<file path="config.mk">
export PLATFORM = sky130hd
export DESIGN_NAME = cse_front
export DESIGN_NICKNAME = d
export VERILOG_FILES = /design/src/hw/rtl/cse_pkg.sv /design/src/hw/rtl/cse_front.sv
export SDC_FILE = /design/constraint.sdc
export NUM_CORES = 1
export LEC_CHECK = 0
export CAP_MARGIN = 20
export CORE_AREA = 5 5 179 181
export CTS_BUF_LIST = sky130_fd_sc_hd__clkbuf_4 sky130_fd_sc_hd__clkbuf_8
export DETAILED_ROUTE_END_ITERATION = 10
export DIE_AREA = 0 0 184 186
export DONT_BUFFER_PORTS = 1
export HOLD_SLACK_MARGIN = 0.05
export PLACE_DENSITY = 0.61
export SETUP_SLACK_MARGIN = 0.15
export SYNTH_ARGS = -nofsm -noshare
export SYNTH_HDL_FRONTEND = slang
export SYNTH_SLANG_ARGS = --single-unit
</file>
<file path="constraint.sdc">
create_clock -name clk -period 13 [get_ports clk]
set_input_delay 1.3 -clock clk [delete_from_list [all_inputs] [get_ports clk]]
set_output_delay 1.3 -clock clk [all_outputs]
set_load 0.02 [all_outputs]
</file>
<file path="src/hw/rtl/cse_pkg.sv">
// shared types and constants for the cubic spline evaluator
`timescale 1ns / 1ps
package cse_pkg;
  localparam int MAX_KNOTS = 256;

  localparam logic REQ_WRITE = 1'b0;
  localparam logic REQ_EVAL  = 1'b1;

  typedef struct packed {
    logic        is_eval;
    logic [7:0]  index;
    logic [31:0] x;
    logic [31:0] y;
    logic [31:0] b;
    logic [31:0] c;
    logic [31:0] d;
    logic [31:0] u;
  } cmd_t;
endpackage

</file>
<file path="src/hw/rtl/cse_front.sv">
// front end: accepts items into a small command queue
`timescale 1ns / 1ps
module cse_front (
  input  logic          clk,
  input  logic          rst,
  input  logic          in_valid,
  output logic          in_ready,
  input  cse_pkg::cmd_t in_cmd,
  output logic          q_valid,
  input  logic          q_ready,
  output cse_pkg::cmd_t q_cmd
);
  cse_pkg::cmd_t slot [2];
  logic       wr_ptr;
  logic       rd_ptr;
  logic [1:0] count;
  logic       push;
  logic       pop;

  assign in_ready = (count != 2'd2);
  assign q_valid  = (count != 2'd0);
  assign q_cmd    = slot[rd_ptr];
  assign push     = in_valid && in_ready;
  assign pop      = q_valid && q_ready;

  always_ff @(posedge clk) begin
    if (push) begin
      slot[wr_ptr] <= in_cmd;
    end
    if (rst) begin
      wr_ptr <= 1'b0;
      rd_ptr <= 1'b0;
      count  <= 2'd0;
    end else begin
      if (push) wr_ptr <= ~wr_ptr;
      if (pop) rd_ptr <= ~rd_ptr;
      count <= count + {1'b0, push} - {1'b0, pop};
    end
  end

  a_count_max: assert property (@(posedge clk) disable iff (rst) count <= 2'd2)
    else $error("queue overflow");
  a_no_push_full: assert property (@(posedge clk) disable iff (rst)
    count == 2'd2 |-> !push) else $error("push while full");
  a_no_pop_empty: assert property (@(posedge clk) disable iff (rst)
    count == 2'd0 |-> !pop) else $error("pop while empty");
endmodule

</file>
# Word-level counts from Yosys, hierarchy flattened
# Memory sizes are Yosys's and may differ from the RTL's. A register that Yosys moved wholly into a read port is not among the register bits.
# Index checks and enable logic that the tools add are counted.
[word_totals] memories=1 ff_bits=4 wordCells=16 out_inout_bits=203 inputBits=205 ram_bits=402
[classes] n_bitwise=2 eq_ne=1 add_sub_neg=2 n_reduce_logical=3 mux=4
[mem_list] name="slot" words=2 width=201 rd=1 rd_clocked_by_memory_dff=1 write_ports=1 line="cse_front.sv:13" source="cse_pkg::cmd_t slot [2];"
[ops] operator="$mux W1" n=4
[ops] operator="$add A2 B1 Y2" n=1
[ops] operator="$logic_and A1 B1 Y1" n=2
[ops] operator="$ne A2 B2 Y1 const B" n=1
[ops] operator="$not A1 Y1" n=2
[ops] operator="$reduce_bool A2 Y1" n=1
[ops] operator="$sub A2 B1 Y2" n=1

# Logic depth before layout (Yosys ltp)
[depth] depth_word=4 depth_mapped=8 ltp_nobuf=8

# Worst setup path after synthesis
# Ideal clock, no wire load.
[synth_path] kind="input port to flip-flop" from="input in_valid" to="memory slot[0][0] in the netlist's numbering, enable pin" t_arrival_ns=9.723 required_ns=12.234 setup_time_ns=0.766 n_path_buf=0 setup_slack_ns=2.511 stages=2 cell_sequence="nand2_1 nor2_1"
[synth_via] elab_chain_len=3
[synth_rtl] item="start: declaration" line="cse_front.sv:6" source="input logic in_valid,"
[synth_rtl] item="$logic_and A1 B1 Y1" line="cse_front.sv:23" source="assign push = in_valid && in_ready;"
[synth_rtl] item="$mux W1" line="cse_front.sv:27" source="if (push) begin"
[synth_rtl] item="$mux W1 (not written as such)" line="cse_front.sv:28" source="slot[wr_ptr] <= in_cmd;"
[synth_rtl] item="end: declaration" line="cse_front.sv:13"
# No other way between the ends.

==> results.yml <==
setup_path:
  critical_path_class: "flop to primary output"
  cp_max_fo: 80
  r2r-start: "count[0]$_SDFF_PP0_"
  r2r_cells: 5
  worstPathRequired_ns: 11.70
  reg2reg_setup_slack_ns: 10.09
  arrival_ns: 2.96
  worstSetupStartpointType: "flop"
  reg2reg_to: "slot[0][88]$_DFFE_PP_"
  critPathCaptureType: "primary output"
power:
  total_power_mw: 3.433
  ir_drop_mv: 0.1432
  seqPwrFrac: 0.502
  p_per_area_mw_per_mm2: 210.7
  clockPowerShare: 0.286
  swShare: 0.2964
  cellInternalPower_mw: 2.415
  power.switching_mw: 1.017
  p_leak_nw: 5.241
  comb_power_share: 0.213
route:
  dr.first_iter.drc_count: 280
  detail-route-antenna-nets: 0
  drtPass1Iterations: 7
  drc: 0
  via_per_inst: 5.350
  wl_per_cell_um: 25.58
  wl_mm: 29.14
  vias: 6094
layout:
  finish.utilization: 0.5384
  areaGrowthSynthToFinish_pct: 10.07
  nFillCells: 2291
  fin_area_mm2: 0.01630
  diodes: 0
  final_layout_size_suffix_gt1_frac: 0.4024
  nNetsFinal: 903
  final_cell_count_no_fill: 1139
yosys:
  yosysWarnings: 0
  synth_area_leader_cell: "edfxtp_1"
  synth-seq-area-share: 0.8222
  synth_cell_type_count: 16
  async_flop_share: 0
  yosys.cell_count.top_type: "edfxtp_1"
  synth-edff-count: 402
  yosys-top-cells-count: "edfxtp_1, mux2_2, buf_6"
  netlist_area_mm2: 0.01480
  ys_top_cells_by_area: "edfxtp_1, mux2_2, buf_6"
  syn_avg_cell_area_um2: 22.81
  netlist_instances: 649
  mappedNetlistNets: 856
  ys_ff_latch: 407
  ys.flop_type: "edfxtp_1"
  synth_top_cell_area_share: 0.8154
floorplanning:
  die_w_um: 184
  core_area_mm2: 0.03027
  initial_utilization: 0.4891
  die_h_um: 186
  ios: 408
  rows: 64
  dieArea_mm2: 0.03422
place:
  placed_cells: 1030
  pre_cts_ws_ns: 9.334
  gp_congestion: 0.8891
  port-buffer-count: 0
  post_dp_cell_area_mm2: 0.01513
grt:
  grt_max_degree: 82
  gr-total-overflow: 0
  track_usage: 0.1608
  grt_first_pass_wirelength_mm: 41.26
  grt_pass1_vias: 6593
  antenna_found_initial: 0
sta:
  hold_viol: 0
  final_max_slew_viol_count: 0
  post-route-period-util: 0.3278
  grt_setup_unrepaired: "false"
  worst_pin_slew_ns: 1.132
  layout_setup_ws_ns: 8.738
  tns_ns: 0
  setup_viol: 0
  fin_skew_ns: 0.02042
  fin_crit_ns: 4.262
  max_freq_mhz: 234.6
  relSlewSlack: 0.2452
  whs_ns: 0.5236
clock_tree:
  cts_buffers: 60
  clk_latency_ns: 0.58
  cts_tree: "yes"
  cts_sinks: 407
  cts_root_buf: "clkbuf_8"
  post_cts_resized: 0
  postCtsSetupBuffers: 0
  holdBufCountCts: 0
  h-tree-depth: 2
  cts.reportedPaths.clkPinSlew_ns: 0.06
  clockBufferDepth: 3
worst_hold_path:
  hp-class: "flop to flop"
  whs_path_depth: 2
  min-delay-start: "rd_ptr$_SDFFE_PP0P_"
outcome:
  outcome: "complete, no violations"
job:
  drv_cap: 0
## worst max path at each step
stage                     startpoint                    to  slack [ns]  cells after the start
after floorplan             in_valid  slot[0][0]$_DFFE_PP_        2.51                      2
after global placement          flop             q_cmd[57]        9.45                      2
after detailed placement        flop            q_cmd[152]        9.33                      2
after CTS                       flop            q_cmd[152]        8.68                      2
after global routing            flop            q_cmd[152]        8.52                      2
final                           flop             q_cmd[57]        8.74                      2
## power by group through the flow
stage	logic, mW	registers (mW)	clock network, mW
2_1_floorplan	0.682	1.76	0
3_3_place_gp	0.729	1.74	0
3_5_place_dp	0.739	1.75	0
4_1_cts	0.743	1.72	1.01
5_1_grt	0.766	1.74	1.08
6_report	0.730	1.72	0.981
## kinds of logic (layout without fill, tap and decap cells)
logic type,after synthesis,count (layout),synth area share
buf+inv,23,117,0.01656
xor+xnor,3,3,0.001775
simple gates,11,11,0.003635
fa+ha+maj,2,2,0.001690
mux,202,202,0.1537
flops,407,407,0.8222
compound gates,1,1,0.0005073
## cells in the final DEF (no fill, tap or decap)
cell        instances
ha_1                2
buf_4               7
nand2b_1            1
or2_2               1
dfxtp_1             4
edfxtp_1          402
nor2_4              1
o21a_1              1
clkinvlp_4          2
inv_1               1
clkbuf_4           15
clkinv_2            5
nor2b_1             2
xor2_1              1
nand2_1             1
xnor2_1             2
bufinv_16           3
mux2_2            202
nor2_1              4
clkinv_1           23
dfxtp_4             1
clkbuf_8           61
and3_4              1
## metal layers
layer	vias up	global-route usage	routed length [um]
met5	-	0	0
met4	0	0.05442	833
met3	58	0.09029	3757
met2	333	0.2824	15310
met1	3013	0.1613	9236
li1	2690	-	-
## layout make-up
| class | instances | area (um2) | share of cell area |
|---|---|---|---|
| Timing Repair Buffer | 7 | 52.55 | 0.003225 |
| Clock inverter | 33 | 216.5 | 0.01328 |
| Tap cell | 396 | 495.5 | 0.03041 |
| Clock buffer | 76 | 952.2 | 0.05843 |
| Sequential cell | 407 | 12180 | 0.7472 |
| Inverter | 1 | 3.754 | 0.0002303 |
| Multi-Input combinational cell | 219 | 2400 | 0.1473 |
## sequential cells by signal (all words and copies together), names as in the netlist, named ones only
signal / flops
wr_ptr: 1
rd_ptr: 1
count: 2
slot: 402
## worst max-delay path, cell delays in order (launching register included)
cell,delay [ns]
dfxtp_4,0.89
buf_4,0.84
mux2_2,0.49
No activity file was read; power rests on OpenSTA's default activity.
